### config.mk
export PLATFORM = sky130hd
export DESIGN_NAME = positional_array_list
export DESIGN_NICKNAME = d
export VERILOG_FILES = /design/src/hdl/pal_pkg.sv /design/src/hdl/pal_datapath.sv /design/src/hdl/pal_controller.sv /design/src/hdl/positional_array_list.sv
export SDC_FILE = /design/constraint.sdc
export NUM_CORES = 1
export LEC_CHECK = 0
export BUFFER_PORTS_ARGS = -buffer_cell sky130_fd_sc_hd__buf_2
export CAP_MARGIN = 20
export CORE_ASPECT_RATIO = 1.1
export CORE_MARGIN = 8
export CORE_UTILIZATION = 50
export CTS_CLUSTER_DIAMETER = 100
export DETAILED_ROUTE_END_ITERATION = 12
export PLACE_DENSITY = 0.65
export SLEW_MARGIN = 20
export SYNTH_ARGS = -nofsm -noshare
export SYNTH_HDL_FRONTEND = slang
export SYNTH_SLANG_ARGS = --single-unit
### constraint.sdc
create_clock -name clk_i -period 8.55 [get_ports clk_i]
set_clock_uncertainty 0.1 [all_clocks]
set_input_delay 1.71 -clock clk_i [delete_from_list [all_inputs] [get_ports clk_i]]
set_output_delay 1.71 -clock clk_i [all_outputs]
set_load 0.005 [all_outputs]
### src/hdl/pal_pkg.sv
// Shared types and constants for the positional array list.
package pal_pkg;

  localparam int unsigned DataW = 32;
  localparam int unsigned CapW  = 6;
  localparam int unsigned PosW  = 5;
  localparam int unsigned ActW  = 2;

  localparam logic [CapW-1:0] CapReset = 6'd32;

  typedef enum logic [ActW-1:0] {
    ACT_INSERT = 2'd0,
    ACT_REMOVE = 2'd1,
    ACT_FIND   = 2'd2,
    ACT_GET    = 2'd3
  } action_e;

  typedef enum logic [2:0] {
    ADDR_POS     = 3'd0,
    ADDR_IDX     = 3'd1,
    ADDR_IDX_DEC = 3'd2,
    ADDR_IDX_INC = 3'd3,
    ADDR_ZERO    = 3'd4
  } addr_sel_e;

  typedef enum logic [1:0] {
    WDATA_VAL   = 2'd0,
    WDATA_RDATA = 2'd1,
    WDATA_ZERO  = 2'd2
  } wdata_sel_e;

  typedef enum logic [2:0] {
    IDX_HOLD = 3'd0,
    IDX_ZERO = 3'd1,
    IDX_POS  = 3'd2,
    IDX_TOP  = 3'd3,
    IDX_INC  = 3'd4,
    IDX_DEC  = 3'd5
  } idx_op_e;

  typedef struct packed {
    logic       req_load;
    logic       rd_en;
    addr_sel_e  rd_addr_sel;
    logic       wr_en;
    addr_sel_e  wr_addr_sel;
    wdata_sel_e wr_data_sel;
    idx_op_e    idx_op;
    logic       cnt_inc;
    logic       cnt_dec;
    logic       res_clear;
    logic       res_acc_set;
    logic       res_found_set;
    logic       res_data_capture;
    logic       out_load;
  } cmd_t;

  typedef struct packed {
    action_e action;
    logic    ins_ok;
    logic    rem_ok;
    logic    get_ok;
    logic    cnt_zero;
    logic    rdata_nz;
    logic    idx_gt_pos;
    logic    idx_next_in_cap;
    logic    idx_next_in_cnt;
    logic    match;
    logic    clear_done;
  } status_t;

endpackage

### src/hdl/pal_datapath.sv
// Datapath of the positional array list: entry memory, counters and result registers.
module pal_datapath #(
  parameter int unsigned SLOTS = 32
) (
  input  logic                              clk_i,
  input  logic                              rst_ni,
  input  logic                              cfg_we_i,
  input  logic [pal_pkg::CapW-1:0]          cfg_capacity_i,
  input  logic [pal_pkg::ActW-1:0]          action_i,
  input  logic [pal_pkg::PosW-1:0]          position_i,
  input  logic signed [pal_pkg::DataW-1:0]  item_value_i,
  input  pal_pkg::cmd_t                     cmd_i,
  output pal_pkg::status_t                  sts_o,
  output logic signed [pal_pkg::DataW-1:0]  data_out_o,
  output logic                              accepted_o,
  output logic                              found_o
);

  localparam int unsigned AW = (SLOTS > 1) ? $clog2(SLOTS) : 1;
  localparam logic [pal_pkg::CapW:0]   SlotsW  = (pal_pkg::CapW + 1)'(SLOTS);
  localparam logic [pal_pkg::CapW-1:0] LastIdx = pal_pkg::CapW'(SLOTS - 1);

  logic signed [pal_pkg::DataW-1:0] mem [SLOTS];
  logic signed [pal_pkg::DataW-1:0] rdata_q;
  logic signed [pal_pkg::DataW-1:0] wdata;

  logic [pal_pkg::CapW-1:0] capacity_q, capacity_d;
  logic [pal_pkg::CapW-1:0] count_q, count_d;
  logic [pal_pkg::CapW-1:0] idx_q, idx_d;

  pal_pkg::action_e                 act_q;
  logic [pal_pkg::PosW-1:0]         pos_q;
  logic signed [pal_pkg::DataW-1:0] val_q;

  logic signed [pal_pkg::DataW-1:0] res_data_q;
  logic                             res_acc_q;
  logic                             res_found_q;
  logic signed [pal_pkg::DataW-1:0] data_out_q;
  logic                             accepted_q;
  logic                             found_q;

  logic [pal_pkg::CapW-1:0] eff_cap;
  logic [pal_pkg::CapW-1:0] pos_ext;
  logic [pal_pkg::CapW-1:0] idx_inc;
  logic [pal_pkg::CapW-1:0] idx_dec;
  logic [pal_pkg::CapW:0]   idx_next_w;
  logic [pal_pkg::CapW-1:0] rd_addr;
  logic [pal_pkg::CapW-1:0] wr_addr;

  // A capacity above the store depth saturates to the depth.
  assign eff_cap    = ({1'b0, capacity_q} < SlotsW) ? capacity_q : SlotsW[pal_pkg::CapW-1:0];
  assign pos_ext    = {1'b0, pos_q};
  assign idx_inc    = idx_q + 1'b1;
  assign idx_dec    = idx_q - 1'b1;
  assign idx_next_w = {1'b0, idx_q} + 1'b1;

  always_comb begin
    unique case (cmd_i.rd_addr_sel)
      pal_pkg::ADDR_POS:     rd_addr = pos_ext;
      pal_pkg::ADDR_IDX:     rd_addr = idx_q;
      pal_pkg::ADDR_IDX_DEC: rd_addr = idx_dec;
      pal_pkg::ADDR_IDX_INC: rd_addr = idx_inc;
      default:               rd_addr = '0;
    endcase
  end

  always_comb begin
    unique case (cmd_i.wr_addr_sel)
      pal_pkg::ADDR_POS:     wr_addr = pos_ext;
      pal_pkg::ADDR_IDX:     wr_addr = idx_q;
      pal_pkg::ADDR_IDX_DEC: wr_addr = idx_dec;
      pal_pkg::ADDR_IDX_INC: wr_addr = idx_inc;
      default:               wr_addr = '0;
    endcase
  end

  always_comb begin
    unique case (cmd_i.wr_data_sel)
      pal_pkg::WDATA_VAL:   wdata = val_q;
      pal_pkg::WDATA_RDATA: wdata = rdata_q;
      default:              wdata = '0;
    endcase
  end

  always_ff @(posedge clk_i) begin
    if (cmd_i.wr_en) begin
      mem[wr_addr[AW-1:0]] <= wdata;
    end
    if (cmd_i.rd_en) begin
      rdata_q <= mem[rd_addr[AW-1:0]];
    end
  end

  always_comb begin
    capacity_d = cfg_we_i ? cfg_capacity_i : capacity_q;
    count_d    = count_q;
    if (cmd_i.cnt_inc) begin
      count_d = count_q + 1'b1;
    end else if (cmd_i.cnt_dec) begin
      count_d = count_q - 1'b1;
    end
    unique case (cmd_i.idx_op)
      pal_pkg::IDX_ZERO: idx_d = '0;
      pal_pkg::IDX_POS:  idx_d = pos_ext;
      pal_pkg::IDX_TOP:  idx_d = eff_cap - 1'b1;
      pal_pkg::IDX_INC:  idx_d = idx_inc;
      pal_pkg::IDX_DEC:  idx_d = idx_dec;
      default:           idx_d = idx_q;
    endcase
  end

  always_ff @(posedge clk_i or negedge rst_ni) begin
    if (!rst_ni) begin
      capacity_q <= pal_pkg::CapReset;
      count_q    <= '0;
      idx_q      <= '0;
    end else begin
      capacity_q <= capacity_d;
      count_q    <= count_d;
      idx_q      <= idx_d;
    end
  end

  always_ff @(posedge clk_i) begin
    if (cmd_i.req_load) begin
      act_q <= pal_pkg::action_e'(action_i);
      pos_q <= position_i;
      val_q <= item_value_i;
    end
    // A set in the same cycle as the clear wins.
    if (cmd_i.res_clear || cmd_i.res_data_capture) begin
      res_data_q <= cmd_i.res_data_capture ? rdata_q : '0;
    end
    if (cmd_i.res_clear || cmd_i.res_acc_set) begin
      res_acc_q <= cmd_i.res_acc_set;
    end
    if (cmd_i.res_clear || cmd_i.res_found_set) begin
      res_found_q <= cmd_i.res_found_set;
    end
    if (cmd_i.out_load) begin
      data_out_q <= res_data_q;
      accepted_q <= res_acc_q;
      found_q    <= res_found_q;
    end
  end

  assign sts_o.action          = act_q;
  assign sts_o.ins_ok          = (count_q < eff_cap) && (pos_ext < eff_cap);
  assign sts_o.rem_ok          = (count_q != '0) && (pos_ext < eff_cap);
  assign sts_o.get_ok          = pos_ext < count_q;
  assign sts_o.cnt_zero        = count_q == '0;
  assign sts_o.rdata_nz        = rdata_q != '0;
  assign sts_o.idx_gt_pos      = idx_q > pos_ext;
  assign sts_o.idx_next_in_cap = idx_next_w < {1'b0, eff_cap};
  assign sts_o.idx_next_in_cnt = idx_next_w < {1'b0, count_q};
  assign sts_o.match           = rdata_q == val_q;
  assign sts_o.clear_done      = idx_q == LastIdx;

  assign data_out_o = data_out_q;
  assign accepted_o = accepted_q;
  assign found_o    = found_q;

endmodule

### src/hdl/pal_controller.sv
// Control state machine of the positional array list.
module pal_controller (
  input  logic             clk_i,
  input  logic             rst_ni,
  input  logic             in_valid_i,
  output logic             in_ready_o,
  output logic             out_valid_o,
  input  logic             out_ready_i,
  input  pal_pkg::status_t sts_i,
  output pal_pkg::cmd_t    cmd_o
);

  localparam logic [3:0] StClear   = 4'd0;
  localparam logic [3:0] StIdle    = 4'd1;
  localparam logic [3:0] StStart   = 4'd2;
  localparam logic [3:0] StInsChk  = 4'd3;
  localparam logic [3:0] StUpRd    = 4'd4;
  localparam logic [3:0] StUpWr    = 4'd5;
  localparam logic [3:0] StRemData = 4'd6;
  localparam logic [3:0] StDnRd    = 4'd7;
  localparam logic [3:0] StDnWr    = 4'd8;
  localparam logic [3:0] StFindCmp = 4'd9;
  localparam logic [3:0] StGetData = 4'd10;
  localparam logic [3:0] StDone    = 4'd11;

  logic [3:0] state_q, state_d;
  logic       out_valid_q, out_valid_d;

  always_comb begin
    state_d = state_q;
    cmd_o   = '{
      rd_addr_sel: pal_pkg::ADDR_POS,
      wr_addr_sel: pal_pkg::ADDR_POS,
      wr_data_sel: pal_pkg::WDATA_VAL,
      idx_op:      pal_pkg::IDX_HOLD,
      default:     1'b0
    };
    in_ready_o = 1'b0;

    unique case (state_q)
      StClear: begin
        cmd_o.wr_en       = 1'b1;
        cmd_o.wr_addr_sel = pal_pkg::ADDR_IDX;
        cmd_o.wr_data_sel = pal_pkg::WDATA_ZERO;
        if (sts_i.clear_done) begin
          cmd_o.idx_op = pal_pkg::IDX_ZERO;
          state_d      = StIdle;
        end else begin
          cmd_o.idx_op = pal_pkg::IDX_INC;
        end
      end
      StIdle: begin
        in_ready_o = 1'b1;
        if (in_valid_i) begin
          cmd_o.req_load = 1'b1;
          state_d        = StStart;
        end
      end
      StStart: begin
        cmd_o.res_clear = 1'b1;
        state_d         = StDone;
        unique case (sts_i.action)
          pal_pkg::ACT_INSERT: begin
            if (sts_i.ins_ok) begin
              cmd_o.rd_en = 1'b1;
              state_d     = StInsChk;
            end
          end
          pal_pkg::ACT_REMOVE: begin
            if (sts_i.rem_ok) begin
              cmd_o.rd_en = 1'b1;
              state_d     = StRemData;
            end
          end
          pal_pkg::ACT_FIND: begin
            cmd_o.res_acc_set = 1'b1;
            if (!sts_i.cnt_zero) begin
              cmd_o.rd_en       = 1'b1;
              cmd_o.rd_addr_sel = pal_pkg::ADDR_ZERO;
              cmd_o.idx_op      = pal_pkg::IDX_ZERO;
              state_d           = StFindCmp;
            end
          end
          default: begin
            if (sts_i.get_ok) begin
              cmd_o.rd_en = 1'b1;
              state_d     = StGetData;
            end
          end
        endcase
      end
      StInsChk: begin
        // An occupied slot makes room by moving the entries above it up by one.
        if (sts_i.rdata_nz) begin
          cmd_o.idx_op = pal_pkg::IDX_TOP;
          state_d      = StUpRd;
        end else begin
          cmd_o.wr_en       = 1'b1;
          cmd_o.cnt_inc     = 1'b1;
          cmd_o.res_acc_set = 1'b1;
          state_d           = StDone;
        end
      end
      StUpRd: begin
        if (sts_i.idx_gt_pos) begin
          cmd_o.rd_en       = 1'b1;
          cmd_o.rd_addr_sel = pal_pkg::ADDR_IDX_DEC;
          state_d           = StUpWr;
        end else begin
          cmd_o.wr_en       = 1'b1;
          cmd_o.cnt_inc     = 1'b1;
          cmd_o.res_acc_set = 1'b1;
          state_d           = StDone;
        end
      end
      StUpWr: begin
        cmd_o.wr_en       = 1'b1;
        cmd_o.wr_addr_sel = pal_pkg::ADDR_IDX;
        cmd_o.wr_data_sel = pal_pkg::WDATA_RDATA;
        cmd_o.idx_op      = pal_pkg::IDX_DEC;
        state_d           = StUpRd;
      end
      StRemData: begin
        cmd_o.res_data_capture = 1'b1;
        cmd_o.idx_op           = pal_pkg::IDX_POS;
        state_d                = StDnRd;
      end
      StDnRd: begin
        if (sts_i.idx_next_in_cap) begin
          cmd_o.rd_en       = 1'b1;
          cmd_o.rd_addr_sel = pal_pkg::ADDR_IDX_INC;
          state_d           = StDnWr;
        end else begin
          // The top slot of the capacity is emptied once the shift has reached it.
          cmd_o.wr_en       = 1'b1;
          cmd_o.wr_addr_sel = pal_pkg::ADDR_IDX;
          cmd_o.wr_data_sel = pal_pkg::WDATA_ZERO;
          cmd_o.cnt_dec     = 1'b1;
          cmd_o.res_acc_set = 1'b1;
          state_d           = StDone;
        end
      end
      StDnWr: begin
        cmd_o.wr_en       = 1'b1;
        cmd_o.wr_addr_sel = pal_pkg::ADDR_IDX;
        cmd_o.wr_data_sel = pal_pkg::WDATA_RDATA;
        cmd_o.idx_op      = pal_pkg::IDX_INC;
        state_d           = StDnRd;
      end
      StFindCmp: begin
        if (sts_i.match) begin
          cmd_o.res_found_set = 1'b1;
          state_d             = StDone;
        end else if (sts_i.idx_next_in_cnt) begin
          cmd_o.rd_en       = 1'b1;
          cmd_o.rd_addr_sel = pal_pkg::ADDR_IDX_INC;
          cmd_o.idx_op      = pal_pkg::IDX_INC;
        end else begin
          state_d = StDone;
        end
      end
      StGetData: begin
        cmd_o.res_data_capture = 1'b1;
        cmd_o.res_acc_set      = 1'b1;
        state_d                = StDone;
      end
      StDone: begin
        if (!out_valid_q || out_ready_i) begin
          cmd_o.out_load = 1'b1;
          state_d        = StIdle;
        end
      end
      default: begin
        state_d = StIdle;
      end
    endcase
  end

  always_comb begin
    out_valid_d = out_valid_q;
    if (cmd_o.out_load) begin
      out_valid_d = 1'b1;
    end else if (out_ready_i) begin
      out_valid_d = 1'b0;
    end
  end

  always_ff @(posedge clk_i or negedge rst_ni) begin
    if (!rst_ni) begin
      state_q     <= StClear;
      out_valid_q <= 1'b0;
    end else begin
      state_q     <= state_d;
      out_valid_q <= out_valid_d;
    end
  end

  assign out_valid_o = out_valid_q;

endmodule

### src/hdl/positional_array_list.sv
// A shifting insert or a remove takes longer for each moved entry, and a find for each entry
// compared; a get, an insert into a free slot, a refused request and a find on an empty list
// move no entries. A stalled result adds its wait. Requests are handled one at a time: the
// next request is taken in the idle state that follows the result load, and the entry memory
// has one read port and one write port. After reset a clearing pass writes zero to the first
// min(DEPTH, 64) slots of the store before the first request is taken.
module positional_array_list #(
  parameter int unsigned DEPTH = 32
) (
  input  logic                              clk_i,
  input  logic                              rst_ni,
  input  logic                              cfg_valid_i,
  output logic                              cfg_ready_o,
  input  logic [pal_pkg::CapW-1:0]          cfg_capacity_i,
  input  logic                              in_valid_i,
  output logic                              in_ready_o,
  input  logic [pal_pkg::ActW-1:0]          action_i,
  input  logic [pal_pkg::PosW-1:0]          position_i,
  input  logic signed [pal_pkg::DataW-1:0]  item_value_i,
  output logic                              out_valid_o,
  input  logic                              out_ready_i,
  output logic signed [pal_pkg::DataW-1:0]  data_out_o,
  output logic                              accepted_o,
  output logic                              found_o
);

  // The capacity register cannot reach past slot 63, so only that many slots are stored.
  localparam int unsigned Slots = (DEPTH < 64) ? DEPTH : 64;

  pal_pkg::cmd_t    cmd;
  pal_pkg::status_t sts;

  assign cfg_ready_o = 1'b1;

  pal_controller u_ctrl (
    .clk_i       (clk_i),
    .rst_ni      (rst_ni),
    .in_valid_i  (in_valid_i),
    .in_ready_o  (in_ready_o),
    .out_valid_o (out_valid_o),
    .out_ready_i (out_ready_i),
    .sts_i       (sts),
    .cmd_o       (cmd)
  );

  pal_datapath #(
    .SLOTS (Slots)
  ) u_dp (
    .clk_i          (clk_i),
    .rst_ni         (rst_ni),
    .cfg_we_i       (cfg_valid_i),
    .cfg_capacity_i (cfg_capacity_i),
    .action_i       (action_i),
    .position_i     (position_i),
    .item_value_i   (item_value_i),
    .cmd_i          (cmd),
    .sts_o          (sts),
    .data_out_o     (data_out_o),
    .accepted_o     (accepted_o),
    .found_o        (found_o)
  );

  // A request that is taken keeps the input closed on the next cycle.
  a_busy_after_accept: assert property (@(posedge clk_i) disable iff (!rst_ni)
    (in_valid_i && in_ready_o) |=> !in_ready_o)
    else $error("input ready while a request is in progress");

  // A finished result never overwrites one that is still waiting.
  a_no_overwrite: assert property (@(posedge clk_i) disable iff (!rst_ni)
    cmd.out_load |-> (!out_valid_o || out_ready_i))
    else $error("pending result overwritten");

  // Loading the output register always presents a result on the next cycle.
  a_load_shows: assert property (@(posedge clk_i) disable iff (!rst_ni)
    cmd.out_load |=> out_valid_o)
    else $error("loaded result not presented");

  // The count never moves both ways at once.
  a_count_update: assert property (@(posedge clk_i) disable iff (!rst_ni)
    !(cmd.cnt_inc && cmd.cnt_dec))
    else $error("count incremented and decremented together");

endmodule

==> impl_results.md <==
- Post-route design area: 0.0539 mm^2
- Max-Cap Viols: 0
- Number of antenna violations at the first check in global routing: 4
- DR WL/cell: 30.1 um
- CTS tree: built
- Post-Syn Instances: 3271
- Pre-antenna DRT Iters: 6
- Fmax: 0.164 GHz
- Post_cts resized: 0
- Sequential area share after synthesis: 73.6%
- Ports: 87
- H-tree Lvls: 3
- Post-CTS Setup Inserts: 0
- CP arrival: 6.41 ns
- Filler cell count: 7427
- Post-synth top area share: 72.4%
- Clock latency on the worst-skew pair: 0.71 ns
- # hold bufs at CTS: 0
- PwrDens: 370 mW/mm^2
- Dominant cell type by area after synthesis: edfxtp_1
- Core Area: 0.0957 mm^2
- Worst Hold Launch: u_dp.res_data_q[0]
- Post-route ant nets: 0
- Met2 GRT Util: 40.8%
- Largest net degree at the start of global routing: 190
- Clock transition at path regs: 0.06 ns
- Die area: 0.107 mm^2
- Hold crit path type: register to register
- Syn_nets: 3357
- Worst Max-Slew Pin Slew: 1.17 ns
- Via density: 6.41
- GRT overflow: 0
- I/O Buffers: 85
- Sequential cell area: 0.0355 mm^2
- R2R Setup Slk: 2.46 ns
- Die Ht: 342 um
- Run status: finished, final reports clean
- Diode count: 0
- RSZ-0062 raised after global routing: false
- Crit path launch type: register
- Reg-to-reg startpoint: u_dp.idx_q[0]
- Max Root-Sink Buffers: 3
- Critical path's slowest cell: buf_4
- Cells along the critical path: inv_1, ha_1, ha_1, a21bo_2, a21oi_1, nor4b_2, a21bo_1, and3_2, nor2_4, buf_4, buf_4, mux2i_1, a32oi_1, a31oi_1, nand4_1
- Synth cell types: 84
- Slew Limit Fails: 0
- Req. time, crit path: 8.88 ns
- Post-DP HPWL: 77800 um
- GRT met1 Usage: 34.0%
- Yosys reg bits: 1186
- DRC violations left: 0
- Placed Area: 0.0503 mm^2
- CTS Buf Count: 115
- Crit path launch: u_dp.idx_q[0]
- Period minus WS final: 6.09 ns
- Cell Area, Synth: 0.0482 mm^2
- Starting Density: 50.4%
- Synthesis Warnings: 0
- Setup Viol. Count Final: 0
- Vias in the first global route: 29.3k
- CP Class: register to register
- Syn avg cell area: 14.7 um^2
- Top delay family on crit path: buffers and inverters
- Endpoints failing hold: 0
- P_leak: 18.3 nW
- Clock sinks: 1186
- Crit path largest cell delay: 0.77 ns
- Most instantiated cells after synthesis: edfxtp_1, nand2_1, nand3_1, mux2i_1, a211oi_1
- Std cell rows: 119
- Chip Width: 312 um
- Multi-input logic area: 0.0121 mm^2
- First-pass GRT wire length: 202000 um
- GRT Resource Usage Total: 25.6%
- Clk root buf: clkbuf_16
- DRT iter0 DRCs: 4540
- Most frequent cell after synthesis: edfxtp_1
- Synth area leaders: edfxtp_1, mux2i_1, nand2_1
- Total number of vias: 30.1k
- Post-layout nets: 3423
- Bufs and invs on worst path: 3
- Global routing usage on met3: 5.80%
- Crit Path Max Fanout: 58
- Top_reg_cell synth: edfxtp_1
- Final period util: 71.2%
- Setup TNS: 0 ns
- Final Wtd Congestion: 0.886
- CP Capture Type: register
- Busiest grt layer: met2
- Fraction of layout instances using a drive strength above 1: 12.2%
- Worst relative slew slack: 21.7%
- Peak supply drop: 322 uV
- EDFF count, synth: 1163
- DRT Wirelength: 142000 um
- Async SR Flop Fraction: 1.94%
- Synthesis-to-finish area growth: 11.8%
==> flip-flops by register name, indices dropped and copies added, names as in the netlist, 6 cells and up <==
register,count
u_dp.mem,1024
u_dp.data_out_o,32
u_dp.rdata_q,32
u_dp.res_data_q,32
u_dp.val_q,32
u_dp.capacity_q,6
u_dp.count_q,6
u_dp.idx_q,6
==> metrics by stage <==
| stage | hold WS, ns | total power, mW | std cells | util, % | worst slack [ns] |
|---|---|---|---|---|---|
| 3_5_place_dp | 0.305 | 15.0 | 4488 | 52.5 | 2.41 |
| 2_1_floorplan | 0.300 | 12.5 | 3271 | - | 3.44 |
| 3_3_place_gp | 0.301 | 14.8 | 4488 | 52.5 | 2.46 |
| 5_1_grt | 0.325 | 20.6 | 4698 | 56.3 | 2.18 |
| 4_1_cts | 0.319 | 19.8 | 4696 | 56.3 | 2.29 |
| 6_report | 0.314 | 19.9 | 4698 | 56.3 | 2.46 |
==> layout by cell type (no fill, tap or decap), types with 41 or more instances in the layout <==
cell       count
a211oi_1     119
a21oi_1       93
a22oi_1       66
a31oi_1       65
a32oi_1       48
and3_1       109
buf_2         85
buf_4         69
clkbuf_16    116
edfxtp_1    1163
mux2i_1      177
nand2_1      430
nand3_1      207
nand4_1       61
nor2_1        44
nor2_4        41
o21ai_0       59
==> final cells by class <==
type,instances,area share (%)
Clock inverter,63,1.09
Timing Repair Buffer,159,1.93
Multi-Input combinational cell,1853,22.4
Tap cell,1270,2.95
Clock buffer,145,5.59
Sequential cell,1186,65.9
Inverter,22,0.153
==> cells by family (layout without fill, tap and decap cells) <==
logic type,after synthesis,after routing,synth area share [%]
muxes,190,190,3.98
adders and majority gates,36,36,0.950
other,1,1,0.00778
xor gates and xnor gates,53,53,0.962
and+or+nand+nor,1009,1009,10.1
AOI/OAI and AO/OA,564,564,8.31
DFF,1186,1186,73.6
buffers and inverters,232,389,2.12
==> worst reg2reg max path, stage by stage, from the launching register on <==
cell and delay, ns:
dfrtp_1 0.56, inv_1 0.22, ha_1 0.69, ha_1 0.33
a21bo_2 0.19, a21oi_1 0.07, nor4b_2 0.31, a21bo_1 0.46
and3_2 0.55, nor2_4 0.18, buf_4 0.40, buf_4 0.78
mux2i_1 0.32, a32oi_1 0.09, a31oi_1 0.41, nand4_1 0.14
==> path summary, 6_finish.rpt <==
path	endpoint	cells after the start
hold reg to reg	u_dp.data_out_o[0]	0
hold / removal	u_dp.data_out_o[0]	0
max in group asynchronous	u_ctrl.state_q[2]	1
min in group asynchronous	u_dp.idx_q[0]	1
setup reg to reg	u_dp.rdata_q[3]	15
setup / recovery	u_dp.rdata_q[3]	15
==> report_power, final <==
part	total, mW	switching, mW	internal (mW)
combinational	6.57	4.80	1.77
clock	4.88	2.15	2.73
sequential	8.49	0.468	8.02
total	19.9	7.42	12.5
==> per-layer routing <==
layer | share of wire [%] | vias to the layer above | wire length [um]
li1 | - | 12800 | -
met1 | 38 | 15200 | 53500
met2 | 47 | 1780 | 66500
met3 | 11 | 330 | 15300
met4 | 4.4 | 0 | 6230
met5 | 0 | - | 0
Note: power is estimated with default switching activity, not from simulation.
